File: config.mk
export PLATFORM = sky130hd
export DESIGN_NAME = crc16_modbus_frame_appender
export DESIGN_NICKNAME = d
export VERILOG_FILES = /design/src/sv/crcma_pkg.sv /design/src/sv/crcma_front.sv /design/src/sv/crcma_cmdq.sv /design/src/sv/crcma_back.sv /design/src/sv/crc16_modbus_frame_appender.sv
export SDC_FILE = /design/constraint.sdc
export NUM_CORES = 1
export LEC_CHECK = 0
export BUFFER_PORTS_ARGS = -buffer_cell sky130_fd_sc_hd__buf_4
export CORE_ASPECT_RATIO = 0.9
export CORE_MARGIN = 5
export CORE_UTILIZATION = 60
export CTS_CLUSTER_SIZE = 10
export DETAILED_ROUTE_END_ITERATION = 10
export GPL_ROUTABILITY_DRIVEN = 0
export PLACE_DENSITY_LB_ADDON = 0.2
export SLEW_MARGIN = 25
export SYNTH_ARGS = -nofsm -noshare
export SYNTH_HDL_FRONTEND = slang
export SYNTH_SLANG_ARGS = --single-unit
File: constraint.sdc
create_clock -name i_clk -period 4 [get_ports i_clk]
set_input_delay 0.8 -clock i_clk [delete_from_list [all_inputs] [get_ports i_clk]]
set_output_delay 0.8 -clock i_clk [all_outputs]
set_load 0.01 [all_outputs]
File: src/sv/crcma_pkg.sv
package crcma_pkg;

    // Reflected CRC-16/MODBUS polynomial and start value.
    localparam logic [15:0] CRC_POLY = 16'hA001;
    localparam logic [15:0] CRC_INIT = 16'hFFFF;

    // Frame limit register width and reset value.
    localparam int unsigned LIMIT_W = 6;
    localparam logic [LIMIT_W-1:0] LIMIT_RESET = 6'd32;

    // Width used for limit arithmetic; holds any frame limit up to 64.
    localparam int unsigned ROOM_W = 7;

    // Command queue between the front and the back.
    localparam int unsigned CMDQ_DEPTH = 4;
    localparam int unsigned CMDQ_AW    = 2;
    localparam int unsigned CMDQ_CW    = 3;

    typedef struct packed {
        logic [7:0] data_byte;
        logic       last_byte;
    } t_in_word;

    typedef struct packed {
        logic [7:0] out_byte;
        logic       out_is_crc;
        logic       out_last;
        logic       truncated;
    } t_out_word;

    // One classified input byte, as handed from the front to the back.
    typedef struct packed {
        logic [7:0]  data_byte;
        logic        pass;
        logic        last;
        logic [15:0] crc;
        logic        trunc;
    } t_cmd;

    // One byte folded into the CRC, eight bit steps.
    function automatic logic [15:0] crc_byte(input logic [15:0] crc_in,
                                             input logic [7:0]  b);
        logic [15:0] c;
        c = crc_in ^ {8'h00, b};
        for (int k = 0; k < 8; k++) begin
            if (c[0]) begin
                c = (c >> 1) ^ CRC_POLY;
            end else begin
                c = c >> 1;
            end
        end
        return c;
    endfunction

endpackage

File: src/sv/crcma_front.sv
module crcma_front
    import crcma_pkg::*;
#(
    parameter int unsigned MAX_FRAME = 32
) (
    input  logic               i_clk,
    input  logic               i_rst_n,
    input  logic               i_accept,
    input  t_in_word           i_in_word,
    input  logic               i_cfg_we,
    input  logic [LIMIT_W-1:0] i_cfg_data,
    output t_cmd               o_cmd
);

    logic [LIMIT_W-1:0] r_frame_limit;
    logic [15:0]        r_crc;
    logic [5:0]         r_count;
    logic               r_dropped;

    logic [ROOM_W-1:0] w_max;
    logic [ROOM_W-1:0] w_limit;
    logic [ROOM_W-1:0] w_room;
    logic              w_pass;
    logic [15:0]       n_crc;
    logic              n_dropped;

    assign w_max   = ROOM_W'(MAX_FRAME);
    assign w_limit = ({1'b0, r_frame_limit} > w_max) ? w_max : {1'b0, r_frame_limit};
    assign w_room  = (w_limit > ROOM_W'(2)) ? (w_limit - ROOM_W'(2)) : '0;
    assign w_pass  = {1'b0, r_count} < w_room;

    assign n_crc     = w_pass ? crc_byte(r_crc, i_in_word.data_byte) : r_crc;
    assign n_dropped = r_dropped | ~w_pass;

    always_comb begin
        o_cmd.data_byte = i_in_word.data_byte;
        o_cmd.pass      = w_pass;
        o_cmd.last      = i_in_word.last_byte;
        o_cmd.crc       = n_crc;
        o_cmd.trunc     = n_dropped;
    end

    always_ff @(posedge i_clk) begin
        if (!i_rst_n) begin
            r_frame_limit <= LIMIT_RESET;
            r_crc         <= CRC_INIT;
            r_count       <= '0;
            r_dropped     <= 1'b0;
        end else begin
            if (i_cfg_we) begin
                r_frame_limit <= i_cfg_data;
            end
            if (i_accept) begin
                if (i_in_word.last_byte) begin
                    r_crc     <= CRC_INIT;
                    r_count   <= '0;
                    r_dropped <= 1'b0;
                end else begin
                    r_crc     <= n_crc;
                    r_count   <= w_pass ? (r_count + 6'd1) : r_count;
                    r_dropped <= n_dropped;
                end
            end
        end
    end

endmodule

File: src/sv/crcma_cmdq.sv
module crcma_cmdq
    import crcma_pkg::*;
(
    input  logic i_clk,
    input  logic i_rst_n,
    input  logic i_wr,
    input  t_cmd i_wr_cmd,
    output logic o_full,
    input  logic i_rd,
    output logic o_valid,
    output t_cmd o_head
);

    t_cmd               r_mem [CMDQ_DEPTH];
    logic [CMDQ_AW-1:0] r_wr_ptr;
    logic [CMDQ_AW-1:0] r_rd_ptr;
    logic [CMDQ_CW-1:0] r_count;

    logic w_wr;
    logic w_rd;

    assign o_full  = r_count == CMDQ_CW'(CMDQ_DEPTH);
    assign o_valid = r_count != '0;
    assign o_head  = r_mem[r_rd_ptr];
    assign w_wr    = i_wr & ~o_full;
    assign w_rd    = i_rd & o_valid;

    always_ff @(posedge i_clk) begin
        if (w_wr) begin
            r_mem[r_wr_ptr] <= i_wr_cmd;
        end
    end

    always_ff @(posedge i_clk) begin
        if (!i_rst_n) begin
            r_wr_ptr <= '0;
            r_rd_ptr <= '0;
            r_count  <= '0;
        end else begin
            if (w_wr) begin
                r_wr_ptr <= r_wr_ptr + CMDQ_AW'(1);
            end
            if (w_rd) begin
                r_rd_ptr <= r_rd_ptr + CMDQ_AW'(1);
            end
            unique case ({w_wr, w_rd})
                2'b10:   r_count <= r_count + CMDQ_CW'(1);
                2'b01:   r_count <= r_count - CMDQ_CW'(1);
                default: r_count <= r_count;
            endcase
        end
    end

endmodule

File: src/sv/crcma_back.sv
module crcma_back
    import crcma_pkg::*;
(
    input  logic      i_clk,
    input  logic      i_rst_n,
    input  logic      i_cmd_valid,
    input  t_cmd      i_cmd,
    output logic      o_cmd_pop,
    input  logic      i_pop,
    output logic      o_empty,
    output t_out_word o_out_word
);

    typedef enum logic [1:0] {
        PH_PAY,
        PH_LO,
        PH_HI
    } t_phase;

    t_phase    r_phase;
    logic      r_out_valid;
    t_out_word r_out_word;

    logic w_out_free;

    assign w_out_free = ~r_out_valid | i_pop;
    assign o_empty    = ~r_out_valid;
    assign o_out_word = r_out_word;

    // The command leaves the queue on the cycle its final word is loaded,
    // or at once when it gives no word at all.
    always_comb begin
        o_cmd_pop = 1'b0;
        if (i_cmd_valid && w_out_free) begin
            unique case (r_phase)
                PH_PAY:  o_cmd_pop = ~i_cmd.last;
                PH_LO:   o_cmd_pop = 1'b0;
                PH_HI:   o_cmd_pop = 1'b1;
                default: o_cmd_pop = 1'b0;
            endcase
        end
    end

    always_ff @(posedge i_clk) begin
        if (!i_rst_n) begin
            r_phase     <= PH_PAY;
            r_out_valid <= 1'b0;
        end else begin
            if (i_pop && r_out_valid) begin
                r_out_valid <= 1'b0;
            end
            if (i_cmd_valid && w_out_free) begin
                unique case (r_phase)
                    PH_PAY: begin
                        if (i_cmd.pass) begin
                            r_out_valid           <= 1'b1;
                            r_out_word.out_byte   <= i_cmd.data_byte;
                            r_out_word.out_is_crc <= 1'b0;
                            r_out_word.out_last   <= 1'b0;
                            r_out_word.truncated  <= i_cmd.trunc;
                            if (i_cmd.last) begin
                                r_phase <= PH_LO;
                            end
                        end else if (i_cmd.last) begin
                            r_out_valid           <= 1'b1;
                            r_out_word.out_byte   <= i_cmd.crc[7:0];
                            r_out_word.out_is_crc <= 1'b1;
                            r_out_word.out_last   <= 1'b0;
                            r_out_word.truncated  <= i_cmd.trunc;
                            r_phase               <= PH_HI;
                        end
                    end
                    PH_LO: begin
                        r_out_valid           <= 1'b1;
                        r_out_word.out_byte   <= i_cmd.crc[7:0];
                        r_out_word.out_is_crc <= 1'b1;
                        r_out_word.out_last   <= 1'b0;
                        r_out_word.truncated  <= i_cmd.trunc;
                        r_phase               <= PH_HI;
                    end
                    PH_HI: begin
                        r_out_valid           <= 1'b1;
                        r_out_word.out_byte   <= i_cmd.crc[15:8];
                        r_out_word.out_is_crc <= 1'b1;
                        r_out_word.out_last   <= 1'b1;
                        r_out_word.truncated  <= i_cmd.trunc;
                        r_phase               <= PH_PAY;
                    end
                    default: begin
                        r_phase <= PH_PAY;
                    end
                endcase
            end
        end
    end

endmodule

File: src/sv/crc16_modbus_frame_appender.sv
// CRC-16/MODBUS frame appender.
// Input side is a queue: drive a payload word on i_in_word and raise push;
// the word is taken at a clock edge where push is high and full is low.
// last_byte marks the final payload byte of a frame.
// Output side is a queue too: while empty is low, o_out_word holds the
// oldest frame word; raise pop to take it. Payload bytes that fit within
// the frame limit pass through, then the CRC follows, low byte first,
// with out_last set on the high byte. Bytes beyond the limit are dropped
// and the CRC words then carry truncated.
// The frame limit is written through its own valid/ready channel, which
// is always ready; write it only while the block is idle.
// The block puts each accepted input word into the command queue and
// loads its first output word into the output register. It takes one input
// word per cycle while full is low and gives one output word per cycle
// while pop is high; a frame of N passed bytes gives N + 2 words. The
// single output register is the bottleneck at frame ends; a four-entry
// command queue absorbs the extra words. When the receiver stalls, the
// queue fills and full rises after at most five more input words.
// Reset clears the CRC to 0xFFFF, the byte count and drop flag to zero,
// the frame limit to 32, and empties both the queue and the output.
module crc16_modbus_frame_appender
    import crcma_pkg::*;
#(
    parameter int unsigned MAX_FRAME = 32
) (
    input  logic               i_clk,
    input  logic               i_rst_n,
    input  logic               push,
    output logic               full,
    input  t_in_word           i_in_word,
    output logic               empty,
    input  logic               pop,
    output t_out_word          o_out_word,
    input  logic               valid,
    output logic               ready,
    input  logic [LIMIT_W-1:0] i_cfg_data
);

    logic w_accept;
    logic w_cmd_full;
    logic w_cmd_valid;
    logic w_cmd_pop;
    t_cmd w_front_cmd;
    t_cmd w_head_cmd;

    assign ready    = 1'b1;
    assign full     = w_cmd_full;
    assign w_accept = push & ~w_cmd_full;

    // Front: limit check, CRC update, frame state.
    crcma_front #(
        .MAX_FRAME (MAX_FRAME)
    ) u_front (
        .i_clk      (i_clk),
        .i_rst_n    (i_rst_n),
        .i_accept   (w_accept),
        .i_in_word  (i_in_word),
        .i_cfg_we   (valid),
        .i_cfg_data (i_cfg_data),
        .o_cmd      (w_front_cmd)
    );

    // Short queue of classified words between front and back.
    crcma_cmdq u_cmdq (
        .i_clk    (i_clk),
        .i_rst_n  (i_rst_n),
        .i_wr     (push),
        .i_wr_cmd (w_front_cmd),
        .o_full   (w_cmd_full),
        .i_rd     (w_cmd_pop),
        .o_valid  (w_cmd_valid),
        .o_head   (w_head_cmd)
    );

    // Back: expands each command into zero to three output words.
    crcma_back u_back (
        .i_clk       (i_clk),
        .i_rst_n     (i_rst_n),
        .i_cmd_valid (w_cmd_valid),
        .i_cmd       (w_head_cmd),
        .o_cmd_pop   (w_cmd_pop),
        .i_pop       (pop),
        .o_empty     (empty),
        .o_out_word  (o_out_word)
    );

endmodule
==> metrics.txt <==
diode count=0; routed vias=4137; Pins Over Slew Limit=0; cell family with most CP delay=compound AO/OA/AOI/OAI gates; Max Root-Sink Buffers=2; Pleak=2.865 nW; Comb pwr share=0.257; IO Port Bufs=32; H-tree level count=4; Buf+Inv Stages, Crit Path=1; Critical Path End Type=flip-flop; register area=0.004395 sq mm; unrepaired setup endpoints after global routing=false; Nets=561; Clock power frac=0.298; Worst setup SP type=flip-flop; Seq/Total Area, Yosys=0.6254; Syn. warnings=0; final core occ=0.6960; root buffer cell=clkbuf_16; HP Class=flip-flop to flip-flop; CTS tree=built; delay of the slowest critical-path stage=500 ps; Design Power=5.262 mW; Worst Skew=6.716 ps; layout cells sized above 1=0.1981; most frequent cells in the layout=119 x edfxtp_1, 40 x dfxtp_1, 38 x buf_4, 31 x nand2_1, 27 x mux4_2; Synth Area per Inst=14.25 sq um; placed cells=659; first-pass GRT wire length=21910 um; WS Path Type=flip-flop to flip-flop; post-detail-place hpwl=8058 um; total congestion overflow=0; number of fill cells=777; Internal Power=3.784 mW; I/O pin total=34; worst r2r dst=u_cmdq.r_mem[3][15]$_DFFE_PP_; P per Cell Area=661.1 mW/mm^2; CP required=4200 ps; Seq cells post-synth=160; core area=0.01143 sq mm; metal3 WL=840 um; Cell variety after synth=57; WHS Path Cells=2; reg-to-reg startpoint=u_front.r_frame_limit[5]$_SDFFE_PN1P_; worst path cell trace=nand2b_1 > ha_1 > nor4b_1 > nor3_1 > ha_1 > a21o_1 > a221oi_1 > a32oi_1 > inv_2 > nor2_1 > a21oi_1; area occupied by multi-input gates=0.002459 sq mm; overall routing resource usage=0.2093; Die Ht=112.7 um; slowest stage cell on the critical path=inv_2; largest net degree at the start of global routing=40; Post-CTS Setup Repair Bufs=0; VDD IR max=588.6 uV; switching share of power=0.2808; commonest non-fill, non-tap cell in the layout=edfxtp_1; DR WL met2=6412 um; sequential power share=0.445; Iteration-0 DRC Markers=391; outcome=completed; Period minus WS final=3275 ps; Mapped Area=0.007027 sq mm; initial antenna violation count=0; post-layout instance count excluding filler cells=691; std cell rows=37; max frequency=305.3 MHz; WL met1=5966 um; Die Width=124.1 um; Hold Path Sink=u_front.r_dropped$_SDFFE_PN0P_; depth of the most critical reg-to-reg path=11; hold_sp=u_front.r_dropped$_SDFFE_PN0P_; Final Hold Fails=0; max_cap viols=0; reg2reg setup slack=720 ps; DIE AREA=0.01398 sq mm; Routed WL=13360 um; Starting Density=0.6145; Post-synth top flop=edfxtp_1; Hold WS=459.5 ps; ys async rst share=0; final setup TNS=0 ps; # setup viols final=0; Worst slew margin=0.3624; Max Used Layer=met4; clk sinks=160; WL/cell=19.34 um; Cells after Synth=493; CTS Hold Bufs=0; cell repeated most along the worst path=ha_1; worst slew pin tran=946.4 ps; NetSw=1.477 mW; final cycle utilization of the critical path=0.8188; Num CTS Buffers=17; Arrival @ worst endpoint=3480 ps; DRC Markers=0; crit path max fanout=39; Crit path depth=11; syn nets=532; vias in the first global route=4026; vias per std cell=5.987; Post-synth EDFFs=119; post_cts resized=0; area delta synth->final=13.27%; ANT nets after route=0; TritonRoute pass-1 iters=5; worst skew pair latency=420 ps; Worst-path clk slew=60 ps
[logic make-up after synthesis]
logic type                 after synthesis  synth area share
other                                    1         0.0005337
xor gates and xnor gates                26           0.04060
and+or+nand+nor                        126           0.09171
AOI/OAI and AO/OA                       77           0.07265
DFF                                    160            0.6254
muxes                                   42            0.1079
adders and majority gates               19           0.03490
buffers and inverters                   42           0.02635
[Yosys cell counts (5+ instances only)]
cell type | count | area share
edfxtp_1 | 119 | 0.51
a221oi_1 | 9 | 0.011
nor2b_1 | 10 | 0.0089
mux4_2 | 27 | 0.087
mux2i_1 | 15 | 0.021
ha_1 | 18 | 0.032
nand3_1 | 24 | 0.017
buf_2 | 12 | 0.0085
dfxtp_1 | 41 | 0.12
and2_1 | 6 | 0.0053
nand2_1 | 31 | 0.017
a21oi_1 | 18 | 0.013
xnor2_1 | 16 | 0.020
clkbuf_1 | 11 | 0.0059
xor2_1 | 5 | 0.0062
nand2b_1 | 8 | 0.0071
nor2_1 | 23 | 0.012
and3_1 | 6 | 0.0053
inv_1 | 12 | 0.0064
o21ai_0 | 22 | 0.016
or4_1 | 5 | 0.0053
[registers in the layout, indices dropped and copies added (netlist names), named ones only]
name,cells
u_cmdq.r_mem,108
u_front.r_crc,16
u_back.o_out_word,11
u_front.r_count,6
u_front.r_frame_limit,6
u_cmdq.r_count,3
u_back.r_phase,2
u_cmdq.r_rd_ptr,2
u_cmdq.r_wr_ptr,2
u_back.r_out_valid,1
u_front.r_dropped,1
[cell type report]
class,count,share of cell area
Inverter,14,0.006603
Tap cell,156,0.02452
Clock buffer,27,0.06210
Clock inverter,5,0.009747
Multi-Input combinational cell,291,0.3089
Sequential cell,160,0.5523
Timing Repair Buffer,38,0.03584
[tightest hold or removal path, cell delays in order (launching register included)]
cell	delay, ps
dfxtp_1	320
a21oi_1	40
nor2_1	70
[through the flow]
step | instance area [sq um] | setup slack [ps]
2_1_floorplan | 7027 | 1162
3_3_place_gp | 7387 | 877.0
3_5_place_dp | 7387 | 783.5
4_1_cts | 7959 | 703.1
5_1_grt | 7959 | 383.3
6_report | 7959 | 724.7
[power by group through the flow]
stage               Sequential [mW]  Combinational (mW)  Clock [mW]
finish                         2.34                1.35        1.57
global route                   2.37                1.48        1.67
CTS                            2.34                1.35        1.59
detailed placement             2.37                1.34           0
global placement               2.36                1.30           0
floorplan                      2.36               0.945           0
[metal layers]
metal,track usage,vias to the layer above
met2,0.3148,117
met4,0.06715,0
met1,0.3003,2087
li1,-,1921
met5,0,-
met3,0.05542,12
[worst max-delay path by stage]
| stage | startpoint | end | slack [ps] |
|---|---|---|---|
| floorplan | u_front.r_frame_limit[5]$_SDFFE_PN1P_ | u_cmdq.r_mem[0][14]$_DFFE_PP_ | 1160 |
| global placement | u_front.r_frame_limit[5]$_SDFFE_PN1P_ | u_cmdq.r_mem[0][16]$_DFFE_PP_ | 880 |
| detailed placement | u_front.r_frame_limit[5]$_SDFFE_PN1P_ | u_cmdq.r_mem[0][16]$_DFFE_PP_ | 780 |
| CTS | u_front.r_frame_limit[5]$_SDFFE_PN1P_ | u_cmdq.r_mem[3][15]$_DFFE_PP_ | 700 |
| global route | u_front.r_frame_limit[5]$_SDFFE_PN1P_ | u_cmdq.r_mem[2][15]$_DFFE_PP_ | 380 |
| finish | u_front.r_frame_limit[5]$_SDFFE_PN1P_ | u_cmdq.r_mem[3][15]$_DFFE_PP_ | 720 |
Note: power is estimated with default switching activity, not from simulation.
